==> config.mk <==
export PLATFORM = sky130hd
export DESIGN_NAME = bfs_shortest_path_engine_unit_flat
export DESIGN_NICKNAME = d
export VERILOG_FILES = /design/src/rtl/bfs_pkg.sv /design/src/rtl/bfs_in_if.sv /design/src/rtl/bfs_out_if.sv /design/src/rtl/bfs_cfg_if.sv /design/src/rtl/bfs_ram.sv /design/src/rtl/bfs_shortest_path_engine_unit.sv /design/src/flat_wrapper.sv
export SDC_FILE = /design/constraint.sdc
export NUM_CORES = 2
export LEC_CHECK = 0
export ABC_AREA = 0
export BUFFER_PORTS_ARGS = -buffer_cell sky130_fd_sc_hd__buf_4
export CAP_MARGIN = 20
export CORE_AREA = 2 2 524 526
export DETAILED_ROUTE_END_ITERATION = 10
export DIE_AREA = 0 0 526 528
export GPL_ROUTABILITY_DRIVEN = 1
export HOLD_SLACK_MARGIN = 0.06
export SLEW_MARGIN = 20
export SYNTH_ARGS = -nofsm -noshare
export SYNTH_HDL_FRONTEND = slang
export SYNTH_SLANG_ARGS = --single-unit
==> constraint.sdc <==
create_clock -name clk -period 6.04 [get_ports clk]
set_input_delay 0.302 -clock clk [delete_from_list [all_inputs] [get_ports clk]]
set_output_delay 0.302 -clock clk [all_outputs]
set_load 0.01 [all_outputs]
==> src/rtl/bfs_pkg.sv <==
// Shared constants for the breadth-first search shortest-path engine.
// Used by the channel interfaces, the engine top level and the testbench; depends on nothing.
package bfs_pkg;

  localparam int DEF_MAX_VERTICES = 32;
  localparam int DEF_MAX_EDGES    = 128;
  localparam int VERTEX_LIMIT     = 32;

  localparam int VERTEX_W = 5;
  localparam int HOPS_W   = 5;
  localparam int COUNT_W  = 6;

  localparam logic [COUNT_W-1:0] VCOUNT_RESET = 6'd32;

  localparam logic OP_ADD_EDGE = 1'b0;
  localparam logic OP_SEARCH   = 1'b1;

endpackage

==> src/rtl/bfs_in_if.sv <==
// Input channel of the search engine: one command item per handshake.
// Depends on bfs_pkg for field widths.
interface bfs_in_if;
  logic                          valid;
  logic                          ready;
  logic                          operation;
  logic [bfs_pkg::VERTEX_W-1:0]  first_vertex;
  logic [bfs_pkg::VERTEX_W-1:0]  second_vertex;
  logic                          both_ways;

  modport source (output valid, operation, first_vertex, second_vertex, both_ways,
                  input ready);
  modport sink (input valid, operation, first_vertex, second_vertex, both_ways,
                output ready);
endinterface

==> src/rtl/bfs_out_if.sv <==
// Result channel of the search engine: one path vertex per item.
// Depends on bfs_pkg for field widths.
interface bfs_out_if;
  logic                          valid;
  logic                          ready;
  logic [bfs_pkg::VERTEX_W-1:0]  path_vertex;
  logic [bfs_pkg::HOPS_W-1:0]    hops;
  logic                          found;
  logic                          edges_dropped;
  logic                          last;

  modport source (output valid, path_vertex, hops, found, edges_dropped, last,
                  input ready);
  modport sink (input valid, path_vertex, hops, found, edges_dropped, last,
                output ready);
endinterface

==> src/rtl/bfs_cfg_if.sv <==
// Configuration write channel carrying the vertex count register.
// Depends on bfs_pkg for the register width.
interface bfs_cfg_if;
  logic                         valid;
  logic                         ready;
  logic [bfs_pkg::COUNT_W-1:0]  vertex_count;

  modport source (output valid, vertex_count, input ready);
  modport sink (input valid, vertex_count, output ready);
endinterface

==> src/rtl/bfs_ram.sv <==
// Generic single-write, single-read RAM with a registered read port.
// Standalone; used for every store of the search engine.
module bfs_ram #(
  parameter int W = 8,
  parameter int D = 32
) (
  input  logic                 clk,
  input  logic                 we,
  input  logic [$clog2(D)-1:0] waddr,
  input  logic [W-1:0]         wdata,
  input  logic [$clog2(D)-1:0] raddr,
  output logic [W-1:0]         rdata
);

  logic [W-1:0] mem_r [D];
  logic [W-1:0] rdata_r;

  always_ff @(posedge clk) begin
    if (we) begin
      mem_r[waddr] <= wdata;
    end
    rdata_r <= mem_r[raddr];
  end

  assign rdata = rdata_r;

endmodule

==> src/rtl/bfs_shortest_path_engine_unit.sv <==
// Top level of the breadth-first search shortest-path engine.
// Depends on bfs_pkg, the three channel interfaces and bfs_ram.
//
// Usage: in_chan carries add-edge and search items, out_chan returns path
// items, cfg_chan writes the vertex count (always ready; write it only while
// the block is idle). An add-edge item reads the list tail and writes each
// stored append, drops an append when the edge store is full, and yields no
// result; one with an invalid vertex finishes at acceptance. A search item
// clears the visited marks, then takes each dequeued vertex through the
// dequeue, node and list states (no list state for an empty list) and scans
// its adjacency entries one at a time, as each store has one read port. It
// then returns the path from destination to source, one item per cycle while
// the receiver is ready, with last set on the source item. An invalid vertex
// or an unreachable destination gives a single item with found clear. in_chan
// is ready only while no item is in progress; one finished result sits in the
// output register, and a stalled receiver holds the path walk in place.
// Reset empties all adjacency lists, clears the edge count and the dropped
// flag, and sets the vertex count to 32; no clearing pass is needed.
module bfs_shortest_path_engine_unit #(
  parameter int MAX_VERTICES = bfs_pkg::DEF_MAX_VERTICES,
  parameter int MAX_EDGES    = bfs_pkg::DEF_MAX_EDGES
) (
  input  logic        clk,
  input  logic        rst_n,
  bfs_in_if.sink      in_chan,
  bfs_out_if.source   out_chan,
  bfs_cfg_if.sink     cfg_chan
);

  localparam int VIW  = $clog2(MAX_VERTICES);
  localparam int EW   = $clog2(MAX_EDGES);
  localparam int QW   = $clog2(MAX_VERTICES + 1);
  localparam int NLIM = (MAX_VERTICES < bfs_pkg::VERTEX_LIMIT) ?
                        MAX_VERTICES : bfs_pkg::VERTEX_LIMIT;
  localparam int VW   = bfs_pkg::VERTEX_W;
  localparam int HW   = bfs_pkg::HOPS_W;
  localparam int CW   = bfs_pkg::COUNT_W;

  localparam logic [3:0] S_IDLE   = 4'd0;
  localparam logic [3:0] S_ADD_RD = 4'd1;
  localparam logic [3:0] S_ADD_WR = 4'd2;
  localparam logic [3:0] S_INIT   = 4'd3;
  localparam logic [3:0] S_DEQ    = 4'd4;
  localparam logic [3:0] S_NODE   = 4'd5;
  localparam logic [3:0] S_LIST   = 4'd6;
  localparam logic [3:0] S_EDGE   = 4'd7;
  localparam logic [3:0] S_CHK    = 4'd8;
  localparam logic [3:0] S_WALK   = 4'd9;
  localparam logic [3:0] S_MISS   = 4'd10;

  logic [3:0]              state_r, state_nxt;
  logic [CW-1:0]           vcount_r;
  logic [EW:0]             total_r, total_nxt;
  logic                    dropped_r, dropped_nxt;
  logic [MAX_VERTICES-1:0] lvalid_r, lvalid_nxt;
  logic [MAX_VERTICES-1:0] seen_r, seen_nxt;
  logic [VW-1:0]           a_r, a_nxt, b_r, b_nxt;
  logic                    both_r, both_nxt, pass_r, pass_nxt;
  logic [VW-1:0]           node_r, node_nxt, cur_r, cur_nxt;
  logic [EW-1:0]           e_r, e_nxt, tail_r, tail_nxt;
  logic [HW-1:0]           nhop_r, nhop_nxt;
  logic [QW-1:0]           qhead_r, qhead_nxt, qtail_r, qtail_nxt;

  logic                    out_valid_r, out_valid_nxt;
  logic [VW-1:0]           out_vertex_r, out_vertex_nxt;
  logic [HW-1:0]           out_hops_r, out_hops_nxt;
  logic                    out_found_r, out_found_nxt;
  logic                    out_dropped_r, out_dropped_nxt;
  logic                    out_last_r, out_last_nxt;

  logic                    tgt_we, next_we, head_we, ltail_we, queue_we, hop_we, came_we;
  logic [EW-1:0]           tgt_waddr, next_waddr, tgt_raddr, next_raddr;
  logic [VIW-1:0]          head_waddr, ltail_waddr, queue_waddr, hop_waddr, came_waddr;
  logic [VIW-1:0]          head_raddr, ltail_raddr, queue_raddr, hop_raddr, came_raddr;
  logic [VW-1:0]           tgt_wdata, queue_wdata, came_wdata;
  logic [EW-1:0]           next_wdata, head_wdata, ltail_wdata;
  logic [HW-1:0]           hop_wdata;
  logic [VW-1:0]           tgt_rdata, queue_rdata, came_rdata;
  logic [EW-1:0]           next_rdata, head_rdata, ltail_rdata;
  logic [HW-1:0]           hop_rdata;

  logic [CW-1:0]           n_eff;
  logic                    in_acc, out_free, out_load;
  logic                    in_bad;
  logic [VW-1:0]           from_v, to_v;
  logic [VW-1:0]           nb;
  logic                    nb_new;
  logic [EW-1:0]           slot;

  assign n_eff    = (vcount_r > CW'(NLIM)) ? CW'(NLIM) : vcount_r;
  assign in_acc   = in_chan.valid && in_chan.ready;
  assign in_chan.ready  = (state_r == S_IDLE);
  assign cfg_chan.ready = 1'b1;
  assign out_free = !out_valid_r || out_chan.ready;
  assign in_bad   = ({1'b0, in_chan.first_vertex} >= n_eff) ||
                    ({1'b0, in_chan.second_vertex} >= n_eff);
  assign from_v   = pass_r ? b_r : a_r;
  assign to_v     = pass_r ? a_r : b_r;
  assign slot     = total_r[EW-1:0];
  assign nb       = tgt_rdata;
  assign nb_new   = ({1'b0, nb} < n_eff) && !seen_r[VIW'(nb)];

  always_comb begin
    state_nxt       = state_r;
    total_nxt       = total_r;
    dropped_nxt     = dropped_r;
    lvalid_nxt      = lvalid_r;
    seen_nxt        = seen_r;
    a_nxt           = a_r;
    b_nxt           = b_r;
    both_nxt        = both_r;
    pass_nxt        = pass_r;
    node_nxt        = node_r;
    cur_nxt         = cur_r;
    e_nxt           = e_r;
    tail_nxt        = tail_r;
    nhop_nxt        = nhop_r;
    qhead_nxt       = qhead_r;
    qtail_nxt       = qtail_r;
    out_load        = 1'b0;
    out_vertex_nxt  = out_vertex_r;
    out_hops_nxt    = out_hops_r;
    out_found_nxt   = out_found_r;
    out_dropped_nxt = out_dropped_r;
    out_last_nxt    = out_last_r;
    tgt_we = 1'b0;  tgt_waddr = slot;  tgt_wdata = to_v;
    next_we = 1'b0; next_waddr = ltail_rdata; next_wdata = slot;
    head_we = 1'b0; head_waddr = VIW'(from_v); head_wdata = slot;
    ltail_we = 1'b0; ltail_waddr = VIW'(from_v); ltail_wdata = slot;
    queue_we = 1'b0; queue_waddr = qtail_r[VIW-1:0]; queue_wdata = nb;
    hop_we = 1'b0;  hop_waddr = VIW'(nb); hop_wdata = nhop_r;
    came_we = 1'b0; came_waddr = VIW'(nb); came_wdata = node_r;
    tgt_raddr = e_r;
    next_raddr = e_r;
    head_raddr = VIW'(node_r);
    ltail_raddr = VIW'(from_v);
    queue_raddr = qhead_r[VIW-1:0];
    hop_raddr = VIW'(cur_r);
    came_raddr = VIW'(cur_r);

    case (state_r)
      S_IDLE: begin
        if (in_acc) begin
          a_nxt    = in_chan.first_vertex;
          b_nxt    = in_chan.second_vertex;
          both_nxt = in_chan.both_ways;
          pass_nxt = 1'b0;
          if (in_chan.operation == bfs_pkg::OP_ADD_EDGE) begin
            if (in_bad) begin
              dropped_nxt = 1'b1;
            end else begin
              state_nxt = S_ADD_RD;
            end
          end else begin
            state_nxt = in_bad ? S_MISS : S_INIT;
          end
        end
      end
      S_ADD_RD: begin
        if (total_r >= (EW+1)'(MAX_EDGES)) begin
          dropped_nxt = 1'b1;
          if (both_r && !pass_r) begin
            pass_nxt = 1'b1;
          end else begin
            state_nxt = S_IDLE;
          end
        end else begin
          state_nxt = S_ADD_WR;
        end
      end
      S_ADD_WR: begin
        tgt_we   = 1'b1;
        ltail_we = 1'b1;
        if (lvalid_r[VIW'(from_v)]) begin
          next_we = 1'b1;
        end else begin
          head_we = 1'b1;
        end
        lvalid_nxt[VIW'(from_v)] = 1'b1;
        total_nxt = total_r + 1'b1;
        if (both_r && !pass_r) begin
          pass_nxt  = 1'b1;
          state_nxt = S_ADD_RD;
        end else begin
          state_nxt = S_IDLE;
        end
      end
      S_INIT: begin
        seen_nxt           = '0;
        seen_nxt[VIW'(a_r)] = 1'b1;
        queue_we    = 1'b1;
        queue_waddr = '0;
        queue_wdata = a_r;
        hop_we      = 1'b1;
        hop_waddr   = VIW'(a_r);
        hop_wdata   = '0;
        qhead_nxt   = '0;
        qtail_nxt   = QW'(1);
        state_nxt   = S_DEQ;
      end
      S_DEQ: begin
        if (qhead_r == qtail_r) begin
          state_nxt = S_CHK;
        end else begin
          qhead_nxt = qhead_r + 1'b1;
          state_nxt = S_NODE;
        end
      end
      S_NODE: begin
        node_nxt    = queue_rdata;
        head_raddr  = VIW'(queue_rdata);
        ltail_raddr = VIW'(queue_rdata);
        hop_raddr   = VIW'(queue_rdata);
        state_nxt   = lvalid_r[VIW'(queue_rdata)] ? S_LIST : S_DEQ;
      end
      S_LIST: begin
        e_nxt      = head_rdata;
        tail_nxt   = ltail_rdata;
        nhop_nxt   = hop_rdata + 1'b1;
        tgt_raddr  = head_rdata;
        next_raddr = head_rdata;
        state_nxt  = S_EDGE;
      end
      S_EDGE: begin
        if (nb_new) begin
          seen_nxt[VIW'(nb)] = 1'b1;
          came_we   = 1'b1;
          hop_we    = 1'b1;
          queue_we  = 1'b1;
          qtail_nxt = qtail_r + 1'b1;
        end
        if (e_r == tail_r) begin
          state_nxt = S_DEQ;
        end else begin
          e_nxt      = next_rdata;
          tgt_raddr  = next_rdata;
          next_raddr = next_rdata;
        end
      end
      S_CHK: begin
        if (!seen_r[VIW'(b_r)]) begin
          state_nxt = S_MISS;
        end else begin
          cur_nxt    = b_r;
          hop_raddr  = VIW'(b_r);
          came_raddr = VIW'(b_r);
          state_nxt  = S_WALK;
        end
      end
      S_WALK: begin
        if (out_free) begin
          out_load        = 1'b1;
          out_vertex_nxt  = cur_r;
          out_hops_nxt    = hop_rdata;
          out_found_nxt   = 1'b1;
          out_dropped_nxt = dropped_r;
          out_last_nxt    = (cur_r == a_r);
          if (cur_r == a_r) begin
            state_nxt = S_IDLE;
          end else begin
            cur_nxt    = came_rdata;
            hop_raddr  = VIW'(came_rdata);
            came_raddr = VIW'(came_rdata);
          end
        end
      end
      S_MISS: begin
        if (out_free) begin
          out_load        = 1'b1;
          out_vertex_nxt  = b_r;
          out_hops_nxt    = '0;
          out_found_nxt   = 1'b0;
          out_dropped_nxt = dropped_r;
          out_last_nxt    = 1'b1;
          state_nxt       = S_IDLE;
        end
      end
      default: begin
        state_nxt = S_IDLE;
      end
    endcase

    out_valid_nxt = out_load || (out_valid_r && !out_chan.ready);
  end

  always_ff @(posedge clk) begin
    if (!rst_n) begin
      state_r     <= S_IDLE;
      vcount_r    <= bfs_pkg::VCOUNT_RESET;
      total_r     <= '0;
      dropped_r   <= 1'b0;
      lvalid_r    <= '0;
      seen_r      <= '0;
      out_valid_r <= 1'b0;
      pass_r      <= 1'b0;
      qhead_r     <= '0;
      qtail_r     <= '0;
    end else begin
      state_r     <= state_nxt;
      total_r     <= total_nxt;
      dropped_r   <= dropped_nxt;
      lvalid_r    <= lvalid_nxt;
      seen_r      <= seen_nxt;
      out_valid_r <= out_valid_nxt;
      pass_r      <= pass_nxt;
      qhead_r     <= qhead_nxt;
      qtail_r     <= qtail_nxt;
      if (cfg_chan.valid && cfg_chan.ready) begin
        vcount_r <= cfg_chan.vertex_count;
      end
    end
  end

  always_ff @(posedge clk) begin
    a_r           <= a_nxt;
    b_r           <= b_nxt;
    both_r        <= both_nxt;
    node_r        <= node_nxt;
    cur_r         <= cur_nxt;
    e_r           <= e_nxt;
    tail_r        <= tail_nxt;
    nhop_r        <= nhop_nxt;
    out_vertex_r  <= out_vertex_nxt;
    out_hops_r    <= out_hops_nxt;
    out_found_r   <= out_found_nxt;
    out_dropped_r <= out_dropped_nxt;
    out_last_r    <= out_last_nxt;
  end

  assign out_chan.valid         = out_valid_r;
  assign out_chan.path_vertex   = out_vertex_r;
  assign out_chan.hops          = out_hops_r;
  assign out_chan.found         = out_found_r;
  assign out_chan.edges_dropped = out_dropped_r;
  assign out_chan.last          = out_last_r;

  bfs_ram #(.W(VW), .D(MAX_EDGES)) u_tgt (
    .clk(clk), .we(tgt_we), .waddr(tgt_waddr), .wdata(tgt_wdata),
    .raddr(tgt_raddr), .rdata(tgt_rdata)
  );

  bfs_ram #(.W(EW), .D(MAX_EDGES)) u_next (
    .clk(clk), .we(next_we), .waddr(next_waddr), .wdata(next_wdata),
    .raddr(next_raddr), .rdata(next_rdata)
  );

  bfs_ram #(.W(EW), .D(MAX_VERTICES)) u_head (
    .clk(clk), .we(head_we), .waddr(head_waddr), .wdata(head_wdata),
    .raddr(head_raddr), .rdata(head_rdata)
  );

  bfs_ram #(.W(EW), .D(MAX_VERTICES)) u_ltail (
    .clk(clk), .we(ltail_we), .waddr(ltail_waddr), .wdata(ltail_wdata),
    .raddr(ltail_raddr), .rdata(ltail_rdata)
  );

  bfs_ram #(.W(VW), .D(MAX_VERTICES)) u_queue (
    .clk(clk), .we(queue_we), .waddr(queue_waddr), .wdata(queue_wdata),
    .raddr(queue_raddr), .rdata(queue_rdata)
  );

  bfs_ram #(.W(HW), .D(MAX_VERTICES)) u_hop (
    .clk(clk), .we(hop_we), .waddr(hop_waddr), .wdata(hop_wdata),
    .raddr(hop_raddr), .rdata(hop_rdata)
  );

  bfs_ram #(.W(VW), .D(MAX_VERTICES)) u_came (
    .clk(clk), .we(came_we), .waddr(came_waddr), .wdata(came_wdata),
    .raddr(came_raddr), .rdata(came_rdata)
  );

  // The edge count never passes the edge store depth.
  a_total_cap: assert property (@(posedge clk) disable iff (!rst_n)
    total_r <= (EW+1)'(MAX_EDGES))
    else $error("edge count exceeds capacity");

  // While scanning a list, the current entry was appended earlier.
  a_edge_written: assert property (@(posedge clk) disable iff (!rst_n)
    state_r == S_EDGE |-> (EW+1)'(e_r) < total_r)
    else $error("scan reached an unwritten edge entry");

  // The queue never holds more vertices than the vertex limit NLIM.
  a_queue_bound: assert property (@(posedge clk) disable iff (!rst_n)
    (state_r == S_DEQ || state_r == S_EDGE) |-> qtail_r <= QW'(NLIM))
    else $error("frontier queue overflow");

  // The final item of a search returns the block to idle.
  a_last_idle: assert property (@(posedge clk) disable iff (!rst_n)
    out_load && out_last_nxt |=> state_r == S_IDLE)
    else $error("block busy after final item");

  // New items are taken only while no search or append is in progress.
  a_ready_idle: assert property (@(posedge clk) disable iff (!rst_n)
    in_acc |-> $past(state_nxt) == S_IDLE || state_r == S_IDLE)
    else $error("item accepted while busy");

endmodule

==> src/flat_wrapper.sv <==
// flat-port wrapper written by rule: the top's interface ports become plain ports
module bfs_shortest_path_engine_unit_flat 
#(
  parameter int MAX_VERTICES = bfs_pkg::DEF_MAX_VERTICES,
  parameter int MAX_EDGES    = bfs_pkg::DEF_MAX_EDGES
)
  (clk, rst_n, in_chan_valid, in_chan_operation, in_chan_first_vertex, in_chan_second_vertex, in_chan_both_ways, in_chan_ready, out_chan_valid, out_chan_path_vertex, out_chan_hops, out_chan_found, out_chan_edges_dropped, out_chan_last, out_chan_ready, cfg_chan_valid, cfg_chan_vertex_count, cfg_chan_ready);
  bfs_in_if in_chan_i ();
  bfs_out_if out_chan_i ();
  bfs_cfg_if cfg_chan_i ();
  input  logic clk;
  input  logic rst_n;
  input wire logic [$bits(in_chan_i.valid)-1:0] in_chan_valid;
  input wire logic [$bits(in_chan_i.operation)-1:0] in_chan_operation;
  input wire logic [$bits(in_chan_i.first_vertex)-1:0] in_chan_first_vertex;
  input wire logic [$bits(in_chan_i.second_vertex)-1:0] in_chan_second_vertex;
  input wire logic [$bits(in_chan_i.both_ways)-1:0] in_chan_both_ways;
  output wire logic [$bits(in_chan_i.ready)-1:0] in_chan_ready;
  output wire logic [$bits(out_chan_i.valid)-1:0] out_chan_valid;
  output wire logic [$bits(out_chan_i.path_vertex)-1:0] out_chan_path_vertex;
  output wire logic [$bits(out_chan_i.hops)-1:0] out_chan_hops;
  output wire logic [$bits(out_chan_i.found)-1:0] out_chan_found;
  output wire logic [$bits(out_chan_i.edges_dropped)-1:0] out_chan_edges_dropped;
  output wire logic [$bits(out_chan_i.last)-1:0] out_chan_last;
  input wire logic [$bits(out_chan_i.ready)-1:0] out_chan_ready;
  input wire logic [$bits(cfg_chan_i.valid)-1:0] cfg_chan_valid;
  input wire logic [$bits(cfg_chan_i.vertex_count)-1:0] cfg_chan_vertex_count;
  output wire logic [$bits(cfg_chan_i.ready)-1:0] cfg_chan_ready;
  assign in_chan_i.valid = in_chan_valid;
  assign in_chan_i.operation = in_chan_operation;
  assign in_chan_i.first_vertex = in_chan_first_vertex;
  assign in_chan_i.second_vertex = in_chan_second_vertex;
  assign in_chan_i.both_ways = in_chan_both_ways;
  assign in_chan_ready = in_chan_i.ready;
  assign out_chan_valid = out_chan_i.valid;
  assign out_chan_path_vertex = out_chan_i.path_vertex;
  assign out_chan_hops = out_chan_i.hops;
  assign out_chan_found = out_chan_i.found;
  assign out_chan_edges_dropped = out_chan_i.edges_dropped;
  assign out_chan_last = out_chan_i.last;
  assign out_chan_i.ready = out_chan_ready;
  assign cfg_chan_i.valid = cfg_chan_valid;
  assign cfg_chan_i.vertex_count = cfg_chan_vertex_count;
  assign cfg_chan_ready = cfg_chan_i.ready;
  bfs_shortest_path_engine_unit #(.MAX_VERTICES(MAX_VERTICES), .MAX_EDGES(MAX_EDGES)) u_core (.clk(clk), .rst_n(rst_n), .in_chan(in_chan_i), .out_chan(out_chan_i), .cfg_chan(cfg_chan_i));
endmodule
# After elaboration in Yosys (flattened, before gate mapping)
# Memories as Yosys holds them, arrays and structs flattened. A register that Yosys moved wholly into a read port is not among the register bits.
# Cells that the tools add are included.
dict set report totals {
  regBits 150
  ram_bits 2464
  in_bits 23
  out_inout_bits 16
  elab_cells 193
  n_memories 7
}
# name depth word_bits read_ports rd_clocked_by_memory_dff write_ports line_no
set mem_list {}
lappend mem_list {u_core.u_next.mem_r 128 7 1 1 1 bfs_ram.sv:15} ;# logic [W-1:0] mem_r [D];
lappend mem_list {u_core.u_tgt.mem_r 128 5 1 1 1 bfs_ram.sv:15}
lappend mem_list {u_core.u_head.mem_r 32 7 1 1 1 bfs_ram.sv:15}
lappend mem_list {u_core.u_ltail.mem_r 32 7 1 1 1 bfs_ram.sv:15}
lappend mem_list {u_core.u_came.mem_r 32 5 1 1 1 bfs_ram.sv:15}
lappend mem_list {u_core.u_hop.mem_r 32 5 1 1 1 bfs_ram.sv:15}
lappend mem_list {{+1 memories} - - - - - -}
dict set report op_classes {
  n_addsub 4
  magnitude_cmp 13
  n_eq_ne 25
  muxes 90
  bitwise_logic 2
  n_reduce_logical 29
}
# cell n
set op_table {}
lappend op_table {{$mux W5} 14}
lappend op_table {{$or A32 B32 Y32} 2}
lappend op_table {{$pmux W32 S2} 1}
lappend op_table {{$mux W4} 11}
lappend op_table {{$pmux W4 S11} 1}
lappend op_table {{$mux W1} 37}
lappend op_table {{$mux W32} 1}
lappend op_table {{$lt A5 B6 Y1 const B} 5}
lappend op_table {{$pmux W5 S2} 3}
lappend op_table {{$pmux W6 S2} 2}
lappend op_table {{$bmux W1 S5} 4}
lappend op_table {{$mux W6} 3}
lappend op_table {{$eq A4 B3 Y1 const B} 4}
lappend op_table {{$demux W1 S5} 3}
lappend op_table {{$ge A5 B1 Y1 const B} 3}
lappend op_table {{$pmux W5 S3} 1}
lappend op_table {{$pmux W7 S2} 1}
lappend op_table {{$add A6 B1 Y6 const B} 2}
lappend op_table {{$eq A4 B4 Y1 const B} 3}
lappend op_table {{$ge A5 B6 Y1} 2}
lappend op_table {{$ne A2 B1 Y1 const B} 6}
lappend op_table {{$add A8 B1 Y8 const B} 1}
lappend op_table {{$eq A4 B2 Y1 const B} 2}
lappend op_table {{$ge A8 B8 Y1 const B} 1}
lappend op_table {{other kinds (24)} 50}

# Depth between registers and ports, before layout
dict set report depth {
  ltp_word 8
  mapped_depth 17
  ltp_nobuf 12
}

# Modules after synthesis
# A second synthesis with hierarchy kept.
dict set report hier_totals {
  hier_cells 5107
  area_unflattened_um2 105088.3
}
# module instances cells_per_inst area_per_inst_um2 seq_area_each_um2
set by_module_without_submodules {}
lappend by_module_without_submodules {{bfs_ram at u_core.u_next} 1 1453 34807.1 27045.9}
lappend by_module_without_submodules {{bfs_ram at u_core.u_tgt} 1 1090 25060.3 19318.5}
lappend by_module_without_submodules {{bfs_ram at u_core.u_came ...} 3 277 6344.8 4904.7}
lappend by_module_without_submodules {{bfs_ram at u_core.u_head ...} 2 370 8833.5 6866.6}
lappend by_module_without_submodules {bfs_shortest_path_engine_unit 1 993 8519.4 3363.2}

# Least setup slack after synthesis
# Ideal clock, no wire load.
dict set report synth_path {
  path_type {reg2reg}
  start {reg u_core.total_r[1]}
  end {mem u_core.u_tgt.mem_r[31][0] in the netlist's numbering, enable pin}
  setup_time_ns 0.374
  arrival_ns 4.261
  required_time_ns 5.666
  path_slack_ns 1.406
  stages_incl_launch_ff 8
  n_path_buf 2
  synth_period_minus_slack_ns 4.634
  path_cell_list {dfxtp_1 clkbuf_1 nand2_1 or3_1 clkbuf_1 inv_1 nand2_1 nor3_1}
}
# element line_no
set synth_lines {}
lappend synth_lines {{start: declaration} bfs_shortest_path_engine_unit.sv:53} ;# logic [EW:0] total_r, total_nxt;
lappend synth_lines {{start signal: assignment} bfs_shortest_path_engine_unit.sv:300} ;# total_r <= total_nxt;
lappend synth_lines {{end: declaration} bfs_ram.sv:15}
# Straight into the memory's write port.

# Final worst setup path
dict set report layout_path {
  start {reg u_core.state_r[0]}
  end {reg u_core.u_next.rdata_r[0], in the netlist u_core.u_next.rdata[0], read port of u_core.u_next.mem_r}
}
dict set report layout_via {
  elab_chain_cells 2
  elab_cells_between_ends 3
  classes_between {2 x eq/ne; 1 x mux}
}
# element line_no
set layout_lines {}
lappend layout_lines {{start: declaration} bfs_shortest_path_engine_unit.sv:51} ;# logic [3:0] state_r, state_nxt;
lappend layout_lines {{start signal: assignment} bfs_shortest_path_engine_unit.sv:299} ;# state_r <= state_nxt;
lappend layout_lines {{$eq A4 B3 Y1} bfs_shortest_path_engine_unit.sv:141} ;# case (state_r)
lappend layout_lines {{$pmux W7 S2 *} bfs_shortest_path_engine_unit.sv:141}
lappend layout_lines {{end: declaration} bfs_ram.sv:16} ;# logic [W-1:0] rdata_r;
# Mark *: on every way between the ends. The rest lies on a longest branch, timed or not.
# A chain may end at the register's enable or synchronous reset.

==> impl_metrics.json <==
{
  "synthesis.nets": 7674,
  "grt_pass1_wl_um": 418000,
  "min_to": "u_core.a_r[0]",
  "status": "completed",
  "path_clk_slew_ns": 0.07,
  "grt_start_max_net_pins": 198,
  "synth_area_leaders": "edfxtp_1 69%, mux2i_1 4.6%, nand2_1 4.4%",
  "viasPerCell": 5.70,
  "critical_path.max_stage_delay_ns": 0.74,
  "die-area_um2": 278000,
  "fp-row-count": 192,
  "ys_types": 87,
  "power_density_nw_per_um2": 453,
  "synth.largest_area_cell": "edfxtp_1",
  "layoutNonFillerInstCount": 11500,
  "synth-edff-count": 2500,
  "r2r_cells": 13,
  "worstSetupPathType": "flip-flop to flip-flop",
  "path_cells": "nor4bb_4, buf_4, a22oi_1, and3_4, inv_4, buf_4, nor2_2, buf_4, nand3_1, nand3_1, a21oi_1, nor3_1, nor3_1",
  "hold_class": "primary input to flip-flop",
  "synthArstFlopShare_pct": 0,
  "crit_buf_inv": 4,
  "grt_pass1_vias": 63900,
  "cp.arrival_ns": 5.85,
  "synth_top_area_share_pct": 69.3,
  "drt-initial-drc-count": 7348,
  "cts_root_buf": "clkbuf_16",
  "relSlewSlack_pct": 16.2,
  "portBuffers": 37,
  "clock_sinks": 2655,
  "holdPathStages": 2,
  "cts_buffer_depth": 4,
  "drc_errors": 0,
  "routed_wl_um": 284000,
  "seq_area_frac_synth_pct": 72.2,
  "syn_avg_cell_area_um2": 14.2,
  "layout-drive-gt1-share_pct": 11.5,
  "wl_per_cell_um": 24.7,
  "ant_nets": 0,
  "setup_viol": 0,
  "max_freq_ghz": 0.197,
  "p_leak_nw": 40.1,
  "period_needed_ns": 5.09,
  "ys.flop_type": "edfxtp_1",
  "worstMarginPinSlew_ns": 1.25,
  "maxCapViolations": 0,
  "rsz0062_at_grt": "no",
  "h-tree-depth": 5,
  "gp_congestion": 0.897,
  "clk_latency_ns": 0.90,
  "slowest_stage": "dfxtp_1",
  "syn_inst": 7632,
  "min_from": "in_chan_first_vertex[0]",
  "final_hold_viol_count": 0,
  "start_kind": "flip-flop",
  "most-common-layout-cells": "2500 x edfxtp_1, 1275 x nand2_1, 567 x nor2_1, 492 x mux2i_1, 437 x nand3_1",
  "crit_family": "simple AND/OR/NAND/NOR gates",
  "fin_worst_skew_ns": 0.0631,
  "finalWorstSetupSlack_ns": 0.952,
  "tritoncts": "done",
  "rrSetupSlack_ns": 0.95,
  "crit-reg2reg-launch": "u_core.state_r[0]",
  "ir_drop_mv": 0.488,
  "timing.critical_path.required_ns": 6.80,
  "end_kind": "flip-flop",
  "grt.total_usage_pct": 19.8,
  "die_y_um": 528,
  "initial_core_util_pct": 39.7,
  "dp_hpwl_um": 174000,
  "synth_area_um2": 108000,
  "fill_cells": 23900,
  "num_vias": 65500,
  "tns_ns": 0,
  "ys_seq_elements": 2655,
  "layout.cells.most_common": "edfxtp_1",
  "yosys_warnings": 0,
  "fin_crit_sh_pct": 84.2,
  "io_pins": 39,
  "dp.cells": 10900,
  "syn2layout_area_growth_pct": 13.0,
  "overflow": 0,
  "post_cts_resized": 0,
  "dr.pass1.iters": 6,
  "die_w_um": 526,
  "reg2reg_to": "u_core.u_next.rdata[0]",
  "drv_slew": 0,
  "crit_path_frequent_cell": "buf_4",
  "cp_max_fo": 48,
  "numCtsBuffers": 286,
  "fin_nets": 7708,
  "preCtsSetupSlack_ns": 1.05,
  "core_um2": 272000,
  "grt_antenna_before_repair": 6
}
-- synth_stat cells (75+ instances only) --
cell type / count
nor2_1: 570
a311oi_1: 111
nor3_1: 138
clkbuf_1: 292
dfxtp_1: 155
a31oi_1: 89
mux2i_1: 493
edfxtp_1: 2500
o21ai_0: 75
a21oi_1: 226
nand2_1: 1276
mux4_2: 136
nand3_1: 439
a211oi_1: 106
buf_2: 116
-- how the worst max path moves through the flow --
stage,start,endpoint,slack [ns],cells after the start
floorplan,u_core.total_r[1],u_core.u_tgt.mem_r[31][0],1.41,7
global placement,u_core.state_r[0],u_core.u_next.rdata[0],1.07,13
detailed placement,u_core.state_r[0],u_core.u_next.rdata[0],1.05,13
CTS,u_core.state_r[0],u_core.u_next.rdata[0],1.02,13
global route,u_core.state_r[0],u_core.u_next.rdata[0],0.76,13
finish,u_core.state_r[0],u_core.u_next.rdata[0],0.95,13
-- power by group --
| group | internal [mW] | total [mW] | leakage [nW] | switching (mW) |
|---|---|---|---|---|
| logic | 4.80 | 15.9 | 11.4 | 11.1 |
| clock network | 10.3 | 17.5 | 4.58 | 7.22 |
| registers | 21.4 | 22.0 | 24.1 | 0.579 |
| total | 36.5 | 55.4 | 40.1 | 18.9 |
-- worst reg2reg max path, stage by stage (launching register included) --
cell	delay, ns
dfxtp_1	0.74
nor4bb_4	0.22
buf_4	0.27
a22oi_1	0.17
and3_4	0.63
inv_4	0.47
buf_4	0.37
nor2_2	0.61
buf_4	0.37
nand3_1	0.13
nand3_1	0.15
a21oi_1	0.17
nor3_1	0.52
nor3_1	0.14
-- registers in the layout, indices dropped and copies added (netlist names), 6 cells and up --
signal and count:
u_core.u_tgt.mem_r 640, u_core.u_ltail.mem_r 224, u_core.seen_r 32, u_core.lvalid_r 32
u_core.vcount_r 6, u_core.u_next.mem_r 896, u_core.u_came.mem_r 160, u_core.u_ltail.rdata 7
u_core.u_next.rdata 7, u_core.tail_r 7, u_core.u_head.rdata 7, u_core.qhead_r 6
u_core.e_r 7, u_core.qtail_r 6, u_core.u_head.mem_r 224, u_core.u_queue.mem_r 160
u_core.u_hop.mem_r 160, u_core.total_r 8
-- logic make-up after synthesis --
kind of cell | after synthesis | synth area share, %
AND/OR/NAND/NOR | 2690 | 10.7
flip-flops | 2655 | 72.2
AO/OA/AOI/OAI | 971 | 6.34
multiplexers | 685 | 7.97
buffers and inverters | 576 | 2.28
XOR/XNOR | 35 | 0.283
adder cells (fa/ha/maj) | 19 | 0.220
other | 1 | 0.00346
-- layer usage --
metal	share of wire [%]	track usage, %	routed length (µm)	vias up
met5	0	0	0	-
met4	3.2	6.21	9030	0
met3	7.6	2.96	21600	490
li1	-	-	-	29100
met1	42	27.7	120000	33200
met2	47	31.9	133000	2737
-- final cells by class --
type                       instances  area [µm²]  share of cell area, %
antenna                            4        10.0                0.00818
clock buffer                     370        7810                   6.38
clock inverter                   147        1550                   1.27
inverter                          78         310                  0.254
multi-input combinational       4401       27900                   22.8
sequential                      2655       78200                   63.9
tap                             3589        4490                   3.67
timing repair buffer             244        2120                   1.73
-- timing repair --
| action | CTS | global route |
|---|---|---|
| buffers inserted | 0 | 0 |
| hold buffers | 29 | 0 |
| endpoints found under the hold margin | 39 | 0 |
-- through the flow --
| stage | utilization, % | hold WS (ns) | area, µm² | total power [mW] |
|---|---|---|---|---|
| final | 44.9 | 0.164 | 122000 | 55.4 |
| after global routing | 44.9 | 0.136 | 122000 | 57.6 |
| after CTS | 44.9 | 0.104 | 122000 | 55.6 |
| after detailed placement | 41.3 | 0.484 | 113000 | 38.1 |
| after global placement | 41.3 | 0.470 | 113000 | 38.0 |
| after floorplan | - | 0.364 | 108000 | 32.4 |
Note: power is estimated with default switching activity, not from simulation.
